[config.mk]
export PLATFORM = sky130hd
export DESIGN_NAME = imu_mounting_frame_calibrator
export DESIGN_NICKNAME = d
export VERILOG_FILES = /design/src/rtl/imfc_pkg.sv /design/src/rtl/imu_mounting_frame_calibrator.sv
export VERILOG_INCLUDE_DIRS = /design/src /design/src/rtl
export SDC_FILE = /design/constraint.sdc
export NUM_CORES = 2
export LEC_CHECK = 0
export BUFFER_PORTS_ARGS = -buffer_cell sky130_fd_sc_hd__buf_4
export CORE_MARGIN = 4
export CORE_UTILIZATION = 60
export DETAILED_ROUTE_END_ITERATION = 8
export PLACE_DENSITY_LB_ADDON = 0.05
export SLEW_MARGIN = 0
export SYNTH_ARGS = -nofsm -noshare
export SYNTH_HDL_FRONTEND = slang
export SYNTH_SLANG_ARGS = --single-unit
[constraint.sdc]
create_clock -name aclk -period 13.1 [get_ports aclk]
set_clock_uncertainty 0.05 [all_clocks]
set_input_delay 1.965 -clock aclk [delete_from_list [all_inputs] [get_ports aclk]]
set_output_delay 1.965 -clock aclk [all_outputs]
set_load 0.05 [all_outputs]
[src/rtl/imu_mounting_frame_calibrator_macros.svh]
// assertion helpers shared by the calibrator rtl
`ifndef IMU_MOUNTING_FRAME_CALIBRATOR_MACROS_SVH
`define IMU_MOUNTING_FRAME_CALIBRATOR_MACROS_SVH

// checked only while out of reset
`define IMFC_ASSERT(lbl, prop, msg) \
    lbl: assert property (@(posedge aclk) disable iff (!aresetn) (prop)) else $error(msg);

// checked at every edge, reset included
`define IMFC_ASSERT_ALWAYS(lbl, prop, msg) \
    lbl: assert property (@(posedge aclk) (prop)) else $error(msg);

`endif

[src/rtl/imfc_pkg.sv]
package imfc_pkg;

    typedef logic [2:0] frame_t;
    typedef logic [1:0] axis_t;

    localparam frame_t FRAME_POS_X = 3'd0;
    localparam frame_t FRAME_NEG_X = 3'd1;
    localparam frame_t FRAME_POS_Y = 3'd2;
    localparam frame_t FRAME_NEG_Y = 3'd3;
    localparam frame_t FRAME_POS_Z = 3'd4;
    localparam frame_t FRAME_NEG_Z = 3'd5;

    localparam axis_t AXIS_X = 2'd0;
    localparam axis_t AXIS_Y = 2'd1;
    localparam axis_t AXIS_Z = 2'd2;

    localparam logic MODE_SAMPLE = 1'b0;
    localparam logic MODE_ARM    = 1'b1;

    localparam int CFG_ADDR_W = 1;
    localparam logic [CFG_ADDR_W-1:0] CFG_NORM_SQ_LOW  = 1'b0;
    localparam logic [CFG_ADDR_W-1:0] CFG_NORM_SQ_HIGH = 1'b1;

    localparam int NORM_W = 32;
    localparam logic [NORM_W-1:0] NORM_SQ_LOW_RST  = 32'd0;
    localparam logic [NORM_W-1:0] NORM_SQ_HIGH_RST = 32'd3221225472;

    // source axis feeding body axis "axis" in frame f
    function automatic axis_t frame_src(input frame_t f, input axis_t axis);
        axis_t rot;
        case (f)
            FRAME_POS_Y, FRAME_NEG_Y: rot = 2'd1;
            FRAME_POS_Z, FRAME_NEG_Z: rot = 2'd2;
            default:                  rot = 2'd0;
        endcase
        case (axis)
            AXIS_X:  frame_src = (rot == 2'd0) ? AXIS_X : ((rot == 2'd1) ? AXIS_Y : AXIS_Z);
            AXIS_Y:  frame_src = (rot == 2'd0) ? AXIS_Y : ((rot == 2'd1) ? AXIS_Z : AXIS_X);
            default: frame_src = (rot == 2'd0) ? AXIS_Z : ((rot == 2'd1) ? AXIS_X : AXIS_Y);
        endcase
    endfunction

    // bit i set: body axis i is negated
    function automatic logic [2:0] frame_neg(input frame_t f);
        case (f)
            FRAME_NEG_X, FRAME_NEG_Y, FRAME_NEG_Z: frame_neg = 3'b101;
            FRAME_POS_Z:                           frame_neg = 3'b110;
            default:                               frame_neg = 3'b000;
        endcase
    endfunction

endpackage

[src/rtl/imu_mounting_frame_calibrator.sv]
// IMU mounting-frame calibrator.
// Input stream (s_*): s_tuser is the mode (0 sample, 1 arm event), s_tdata carries
// accel x/y/z then gyro x/y/z, SAMPLE_BITS each, signed. Result stream (m_*): m_tdata
// carries the remapped body accel x/y/z and gyro x/y/z, m_tuser the frame in use,
// the window-open flag and the frame-committed flag. Every input transfer gives
// exactly one result transfer, in order.
// An arm event opens a calibration window; CAL_SAMPLES in-band samples in a row
// pick one of six mounting frames, and the sample that completes the window is
// already output in the new frame. The band is set over the cfg_* write port (index
// 0 low bound, 1 high bound); the user must write it only while no item is in flight,
// as the block does not enforce it. One item per cycle is taken sustained while
// m_tready stays high. Stage 1 registers the squared accel magnitude, stage 2 holds
// the window count, sums and frame register loop and the result register.
// Reset (aresetn low, synchronous) empties both stages, closes the window, clears
// the sums and selects frame 0 with the band at its reset values.
// When m_tready is low the result holds; stage 1 still fills, so one more item is
// taken before s_tready drops.
module imu_mounting_frame_calibrator #(
    parameter int CAL_SAMPLES = 64,
    parameter int SAMPLE_BITS = 16
) (
    input  logic                                  aclk,
    input  logic                                  aresetn,
    input  logic                                  s_tvalid,
    output logic                                  s_tready,
    // accel_x, accel_y, accel_z, gyro_x, gyro_y, gyro_z, zero fill
    input  logic [((6*SAMPLE_BITS+7)/8)*8-1:0]    s_tdata,
    // mode
    input  logic                                  s_tuser,
    output logic                                  m_tvalid,
    input  logic                                  m_tready,
    // body_accel_x, body_accel_y, body_accel_z, body_gyro_x, body_gyro_y,
    // body_gyro_z, zero fill
    output logic [((6*SAMPLE_BITS+7)/8)*8-1:0]    m_tdata,
    // frame_in_use[2:0], window_open, frame_committed
    output logic [4:0]                            m_tuser,
    input  logic                                  cfg_valid,
    output logic                                  cfg_ready,
    input  logic [imfc_pkg::CFG_ADDR_W-1:0]       cfg_addr,
    input  logic [imfc_pkg::NORM_W-1:0]           cfg_data
);

    `include "imu_mounting_frame_calibrator_macros.svh"

    localparam int TD_W  = ((6*SAMPLE_BITS+7)/8)*8;
    localparam int SQ_W  = 2*SAMPLE_BITS;
    localparam int CMP_W = (SQ_W > imfc_pkg::NORM_W) ? SQ_W : imfc_pkg::NORM_W;
    localparam int SUM_W = SAMPLE_BITS + $clog2(CAL_SAMPLES) + 1;
    localparam int CNT_W = $clog2(CAL_SAMPLES + 1);

    function automatic logic signed [SAMPLE_BITS-1:0] remap_axis(
        input logic signed [SAMPLE_BITS-1:0] v0,
        input logic signed [SAMPLE_BITS-1:0] v1,
        input logic signed [SAMPLE_BITS-1:0] v2,
        input imfc_pkg::axis_t               src,
        input logic                          neg
    );
        logic signed [SAMPLE_BITS-1:0] v;
        logic signed [SAMPLE_BITS-1:0] min_v;
        logic signed [SAMPLE_BITS-1:0] max_v;
        min_v = {1'b1, {(SAMPLE_BITS-1){1'b0}}};
        max_v = {1'b0, {(SAMPLE_BITS-1){1'b1}}};
        case (src)
            imfc_pkg::AXIS_X: v = v0;
            imfc_pkg::AXIS_Y: v = v1;
            default:          v = v2;
        endcase
        if (neg) begin
            v = (v == min_v) ? max_v : -v;
        end
        remap_axis = v;
    endfunction

    // configuration
    logic [imfc_pkg::NORM_W-1:0] norm_lo_reg;
    logic [imfc_pkg::NORM_W-1:0] norm_hi_reg;

    assign cfg_ready = 1'b1;

    always_ff @(posedge aclk) begin
        if (!aresetn) begin
            norm_lo_reg <= imfc_pkg::NORM_SQ_LOW_RST;
            norm_hi_reg <= imfc_pkg::NORM_SQ_HIGH_RST;
        end else if (cfg_valid && cfg_ready) begin
            unique case (cfg_addr)
                imfc_pkg::CFG_NORM_SQ_LOW:  norm_lo_reg <= cfg_data;
                imfc_pkg::CFG_NORM_SQ_HIGH: norm_hi_reg <= cfg_data;
                default: ;
            endcase
        end
    end

    // handshake
    logic p1_valid_reg;
    logic m_valid_reg;
    logic out_en;
    logic p1_en;
    logic adv2;

    assign out_en   = !m_valid_reg || m_tready;
    assign p1_en    = !p1_valid_reg || out_en;
    assign adv2     = p1_valid_reg && out_en;
    assign s_tready = p1_en;
    assign m_tvalid = m_valid_reg;

    // stage 1: unpack and squared magnitude
    logic signed [SAMPLE_BITS-1:0] in_acc [3];
    logic signed [SAMPLE_BITS-1:0] in_gyr [3];
    logic signed [SQ_W-1:0]        in_sq  [3];
    logic [SQ_W-1:0]               norm_next;

    always_comb begin
        for (int i = 0; i < 3; i++) begin
            in_acc[i] = s_tdata[i*SAMPLE_BITS +: SAMPLE_BITS];
            in_gyr[i] = s_tdata[(i+3)*SAMPLE_BITS +: SAMPLE_BITS];
            in_sq[i]  = in_acc[i] * in_acc[i];
        end
        norm_next = $unsigned(in_sq[0]) + $unsigned(in_sq[1]) + $unsigned(in_sq[2]);
    end

    logic                          p1_mode_reg;
    logic signed [SAMPLE_BITS-1:0] p1_acc_reg [3];
    logic signed [SAMPLE_BITS-1:0] p1_gyr_reg [3];
    logic [SQ_W-1:0]               p1_norm_reg;

    always_ff @(posedge aclk) begin
        if (!aresetn) begin
            p1_valid_reg <= 1'b0;
        end else if (p1_en) begin
            p1_valid_reg <= s_tvalid;
        end
    end

    always_ff @(posedge aclk) begin
        if (p1_en && s_tvalid) begin
            p1_mode_reg <= s_tuser;
            p1_acc_reg  <= in_acc;
            p1_gyr_reg  <= in_gyr;
            p1_norm_reg <= norm_next;
        end
    end

    // stage 2: window state, frame choice, remap
    logic                    window_active_reg;
    logic                    window_active_next;
    logic [CNT_W-1:0]        window_cnt_reg;
    logic [CNT_W-1:0]        window_cnt_next;
    logic [CNT_W-1:0]        cnt_inc;
    logic signed [SUM_W-1:0] sum_reg  [3];
    logic signed [SUM_W-1:0] sum_next [3];
    logic signed [SUM_W-1:0] sum_add  [3];
    logic [SUM_W-1:0]        sum_abs  [3];
    imfc_pkg::frame_t        frame_reg;
    imfc_pkg::frame_t        frame_next;
    imfc_pkg::frame_t        frame_pick;
    logic                    in_band;
    logic                    committed;
    logic [2:0]              neg_mask;
    logic signed [SAMPLE_BITS-1:0] body_acc [3];
    logic signed [SAMPLE_BITS-1:0] body_gyr [3];

    always_comb begin
        in_band = (CMP_W'(p1_norm_reg) >= CMP_W'(norm_lo_reg))
               && (CMP_W'(p1_norm_reg) <= CMP_W'(norm_hi_reg));
        cnt_inc = window_cnt_reg + 1'b1;
        for (int i = 0; i < 3; i++) begin
            sum_add[i] = sum_reg[i] + SUM_W'(p1_acc_reg[i]);
            sum_abs[i] = sum_add[i][SUM_W-1] ? $unsigned(-sum_add[i]) : $unsigned(sum_add[i]);
        end

        // ties go to x, then y; a zero sum picks the negative frame
        if (sum_abs[0] >= sum_abs[1] && sum_abs[0] >= sum_abs[2]) begin
            frame_pick = (!sum_add[0][SUM_W-1] && (sum_add[0] != '0))
                       ? imfc_pkg::FRAME_POS_X : imfc_pkg::FRAME_NEG_X;
        end else if (sum_abs[1] >= sum_abs[2]) begin
            frame_pick = (!sum_add[1][SUM_W-1] && (sum_add[1] != '0))
                       ? imfc_pkg::FRAME_POS_Y : imfc_pkg::FRAME_NEG_Y;
        end else begin
            frame_pick = (!sum_add[2][SUM_W-1] && (sum_add[2] != '0))
                       ? imfc_pkg::FRAME_POS_Z : imfc_pkg::FRAME_NEG_Z;
        end

        window_active_next = window_active_reg;
        window_cnt_next    = window_cnt_reg;
        sum_next           = sum_reg;
        frame_next         = frame_reg;
        committed          = 1'b0;

        if (p1_mode_reg == imfc_pkg::MODE_ARM) begin
            window_active_next = 1'b1;
            window_cnt_next    = '0;
            for (int i = 0; i < 3; i++) begin
                sum_next[i] = '0;
            end
        end else if (window_active_reg) begin
            if (!in_band) begin
                window_cnt_next = '0;
                for (int i = 0; i < 3; i++) begin
                    sum_next[i] = '0;
                end
            end else begin
                sum_next = sum_add;
                if (cnt_inc == CNT_W'(CAL_SAMPLES)) begin
                    frame_next         = frame_pick;
                    window_active_next = 1'b0;
                    window_cnt_next    = '0;
                    committed          = 1'b1;
                end else begin
                    window_cnt_next = cnt_inc;
                end
            end
        end

        // the completing sample already goes out in the new frame
        neg_mask = imfc_pkg::frame_neg(frame_next);
        for (int i = 0; i < 3; i++) begin
            body_acc[i] = remap_axis(p1_acc_reg[0], p1_acc_reg[1], p1_acc_reg[2],
                                     imfc_pkg::frame_src(frame_next, 2'(i)), neg_mask[i]);
            body_gyr[i] = remap_axis(p1_gyr_reg[0], p1_gyr_reg[1], p1_gyr_reg[2],
                                     imfc_pkg::frame_src(frame_next, 2'(i)), neg_mask[i]);
            if (p1_mode_reg == imfc_pkg::MODE_ARM) begin
                body_acc[i] = '0;
                body_gyr[i] = '0;
            end
        end
    end

    always_ff @(posedge aclk) begin
        if (!aresetn) begin
            window_active_reg <= 1'b0;
            window_cnt_reg    <= '0;
            frame_reg         <= imfc_pkg::FRAME_POS_X;
            for (int i = 0; i < 3; i++) begin
                sum_reg[i] <= '0;
            end
        end else if (adv2) begin
            window_active_reg <= window_active_next;
            window_cnt_reg    <= window_cnt_next;
            frame_reg         <= frame_next;
            sum_reg           <= sum_next;
        end
    end

    // result register
    always_ff @(posedge aclk) begin
        if (!aresetn) begin
            m_valid_reg <= 1'b0;
        end else if (out_en) begin
            m_valid_reg <= p1_valid_reg;
        end
    end

    always_ff @(posedge aclk) begin
        if (adv2) begin
            m_tdata <= TD_W'({body_gyr[2], body_gyr[1], body_gyr[0],
                              body_acc[2], body_acc[1], body_acc[0]});
            m_tuser <= {committed, window_active_next, frame_next};
        end
    end

    `IMFC_ASSERT(a_commit_closes, (m_tvalid && m_tuser[4]) |-> !m_tuser[3], "commit with window open")
    `IMFC_ASSERT(a_cnt_range, window_cnt_reg < CNT_W'(CAL_SAMPLES), "window count overrun")
    `IMFC_ASSERT(a_idle_cnt, !window_active_reg |-> (window_cnt_reg == '0), "count kept while idle")
    `IMFC_ASSERT(a_frame_range, frame_reg <= imfc_pkg::FRAME_NEG_Z, "frame code out of range")
    `IMFC_ASSERT(a_arm_opens, (adv2 && p1_mode_reg == imfc_pkg::MODE_ARM) |=> window_active_reg, "arm did not open window")
    `IMFC_ASSERT_ALWAYS(a_reset_empty, !aresetn |=> !m_tvalid, "result valid after reset")

endmodule
Word level (Yosys, flattened, before mapping)
Cells that the tools add are included.

word-level totals
  bits in registers = 376
  output and inout bits = 104
  input bits = 135
  logic and storage cells = 142

cells by class
  $add $sub $neg = 15
  bitwise operators = 3
  reduce and logical (&&, ||, !) cells = 29
  mux-type cells = 50
  order comparisons = 5
  equality and inequality tests = 16
  $mul = 3

operators by type and width
  kind                  number
  $mux 69               3
  $mux 16               12
  $pmux 16 s2           6
  $eq 16x16->1 const B  6
  $mul 16x16->32        3
  $neg 16->16           6
  $add 23x16->23        3
  $ge 23x23->1          3
  $mux 23               3
  $neg 23->23           3
  $reduce_bool 23->1    3
  $add 32x32->32        2
  $ge 32x32->1          1
  $le 32x32->1          1
  $mux 7                4
  $mux 3                6
  $mux 2                5
  $mux 1                9
  $eq 2x1->1 const B    4
  $logic_not 2->1       4
  $add 7x1->7 const B   1
  $eq 7x7->1 const B    1
  $logic_and 1x1->1     7
  $eq 3x2->1 const B    2
  11 further kinds      23

Logic depth before layout (Yosys ltp)
  depth in word-level cells = 21
  mapped depth = 38
  mapped depth without buffers = 36

Worst setup path before layout
OpenSTA, ideal clock, no wires.

  kind = input port to flip-flop
  start = in s_tdata[6]
  end = reg p1_norm_reg[28], data pin
  setup slack = 2968 ps
  cell stages on the path = 32
  arrival = 9816 ps
  setup time = 266 ps
  required time = 12784 ps
  buffers on the path = 1
  path through = clkbuf_1 -> and2_1 -> fa_1 -> ha_1 -> inv_1 -> fa_1 -> fa_1 -> fa_1 -> inv_1 -> fa_1 -> inv_1 -> fa_1 -> fa_1 -> inv_1 -> fa_1 -> ha_1 -> a21oi_1 -> o21bai_1 -> a21oi_1 -> o21bai_1 -> a21oi_1 -> o21bai_1 -> a21oi_1 -> o21ai_0 -> o41ai_1 -> o211a_1 -> a21oi_1 -> a21oi_1 -> o21bai_1 -> a2111oi_0 -> nor3_1 -> xor2_1

on the way
  longest elaborated chain between the ends = 3

RTL lines
  what                          line                                  source
  start: declaration            imu_mounting_frame_calibrator.sv:27   input logic [((6*SAMPLE_BITS+7)/8)*8-1:0] s_tdata,
  $mul 16x16->32                imu_mounting_frame_calibrator.sv:116  in_sq[i] = in_acc[i] * in_acc[i];
  $add 32x32->32 (2 in series)  imu_mounting_frame_calibrator.sv:118  norm_next = $unsigned(in_sq[0]) + $unsigned(in_sq[1]) + $unsigned(in_sq[2]);
  via norm_next[28]             imu_mounting_frame_calibrator.sv:110  logic [SQ_W-1:0] norm_next;
  end signal: assignment        imu_mounting_frame_calibrator.sv:139  p1_norm_reg <= norm_next;
  end: declaration              imu_mounting_frame_calibrator.sv:124  logic [SQ_W-1:0] p1_norm_reg;

The timed path passes the listed nets, and every way through them passes these cells.
A chain may end at the register's enable or synchronous reset.

Final worst setup path
  start = in s_tdata[0]
  end = reg p1_norm_reg[28], data pin

The elaborated chain is that of the path after synthesis.

==> impl_metrics.yaml <==
placement:
  dp_worst_setup_slack_ns: 2.04
  place_congestion: 0.985
  dp_hpwl_um: 120000
  port_buffers: 237
final_layout:
  nets: 7021
  fillerInstances: 7335
  fin_util: 0.654
  syn2layout_area_growth_pct: 7.66
  drive_gt1_frac: 0.0817
  largest_register_ffs: 96
clock_network:
  cts_sinks: 376
  cts_hold_buf: 0
  worstSkewPairLatency_ns: 0.61
  clockBufferDepth: 3
  numCtsBuffers: 45
  htreeDepth: 2
  cts-resized-gates: 0
  postCtsSetupRepairBufs: 0
  root_buffer: "clkbuf_16"
  cts_tree: "yes"
  path_clk_slew_ns: 0.05
worst_setup_path:
  crit_path_start_kind: "primary input"
  crit_path_top_delay_cell: "o41ai_1"
  startpoint: "s_tdata[0]"
  r2r-start: "p1_acc_reg[32]$_DFFE_PP_"
  critPathKind: "primary input to flop"
  critPathTopFamily: "adder cells"
  crit_required_ns: 13.39
  cp_common_cell: "fa_1"
  max_stage_delay_ns: 0.69
  crit_arrival_ns: 10.71
  worst-path-buf-inv: 5
  worstSetupEndpointType: "flop"
  crit_fanout: 20
detailed_routing:
  post-route-drc-count: 0
  post_drt_via_cell_ratio: 5.80
  finalWirelength_um: 145000
  ant_nets: 0
  vias: 39743
  drtIter0Drc: 3393
  wl_per_cell_um: 21.1
  first_pass_iters: 6
synthesis:
  synth-seq-area-share: 0.186
  synth_ff_type: "edfxtp_1"
  synth_area_sq_um: 53000
  synth_cell_types: 120
  synth_fp_nets: 6918
  synthTopCellsByCount: "inv_1, fa_1, nand2_1"
  async_flop_share: 0
  synthTopCellsByArea: "fa_1, edfxtp_1, ha_1"
  synth.avg_cell_area_sq_um: 9.54
  synth_top_cell_area_share: 0.311
  synth_cells: 5552
  synth-seq-cells: 376
  synth_most_common_cell: "inv_1"
  synth_top_area_cell: "fa_1"
  synth-warning-count: 0
  synth_edf_count: 230
sta:
  fmax_mhz: 95.9
  worst_pin_slew_ns: 1.19
  finalSetupViolCount: 0
  grt_setup_unrepaired: "no"
  period_share: 0.796
  whs_ns: 0.411
  fin_setup_tns_ns: 0
  layout_setup_ws_ns: 2.68
  slew_viol_final: 0
  relSlewSlack: 0.205
  min_period_ns: 10.42
  finalHoldViolCount: 0
global_routing:
  grt_pass1_wl_um: 229000
  globalRouteTotalUtil: 0.312
  grt_overflow: 0
  grt_max_degree: 89
  antenna_found_initial: 6
  grt_pass1_vias: 40064
worst_hold_path:
  holdCritStartpoint: "norm_hi_reg[26]$_SDFFE_PN0P_"
  hp-class: "flop to flop"
die:
  core_sq_um: 87200
  num_rows: 108
  ioPinCount: 239
  initial_core_util: 0.608
  dieHeight_um: 305
  die_w_um: 305
  die-area_sq_um: 93100
job:
  drv_cap: 0
run_status:
  status: "finished, final reports clean"
==> worst paths after layout <==
kind | to | slack, ns | cells after the start
hold reg to reg | norm_hi_reg[26]$_SDFFE_PN0P_ | 0.41 | 2
setup / recovery | p1_norm_reg[28]$_DFFE_PP_ | 2.68 | 32
hold / removal | norm_hi_reg[26]$_SDFFE_PN0P_ | 0.41 | 2
setup reg to reg | m_tdata[69]$_SDFFCE_PP0P_ | 2.89 | 32
==> cells by family (layout without fill, tap and decap cells) <==
logic type | after synthesis | after routing | synth area share
AOI/OAI and AO/OA | 1051 | 1051 | 0.142
xor gates and xnor gates | 227 | 227 | 0.0377
adders and majority gates | 1231 | 1231 | 0.407
buffers and inverters | 1317 | 1457 | 0.0955
DFF | 376 | 376 | 0.186
muxes | 15 | 15 | 0.00319
other | 2 | 7 | 0.000142
and+or+nand+nor | 1333 | 1333 | 0.129
==> final cells by class <==
type	count	area, sq um	area share
multi-input cells	3859	38100	0.669
flip-flops and latches	376	9830	0.172
inverters	1100	4130	0.0724
repair buffers	273	2050	0.0359
well taps	1155	1450	0.0253
clock buffers	59	1220	0.0214
clock inverters	25	216	0.00380
diodes	5	12.5	0.000219
==> per-layer routing <==
metal  track usage  part of all wire
met5             0          0.000090
met2         0.498              0.46
met3        0.0595             0.079
met4         0.104             0.039
met1         0.433              0.42
==> layout by cell type, fill, tap and decap left out, drive strengths merged, types with 151 or more instances in the layout <==
master	instances
a21oi	227
and2	203
buf	273
edfxtp	230
fa	822
ha	409
inv	1104
nand2	473
nor2	191
xnor2	151
==> through the flow <==
stage	instance area (sq um)	std cells
2_1_floorplan	53000	5552
3_3_place_gp	55600	6763
3_5_place_dp	55600	6763
4_1_cts	57000	6847
5_1_grt	57000	6849
6_report	57000	6852
==> worst reg2reg max path, delay by kind of cell, from the launching register on <==
| kind | cells | cell delay [ns] |
|---|---|---|
| compound gates | 20 | 5.97 |
| xor+xnor | 1 | 0.17 |
| fa+ha+maj | 3 | 1.16 |
| buf+inv | 2 | 0.70 |
| flops | 1 | 0.55 |
| simple gates | 6 | 1.36 |
Power is left out: the tool's default activity adds up to more than one toggle a clock period on the data nets, which glitch-free logic cannot reach.
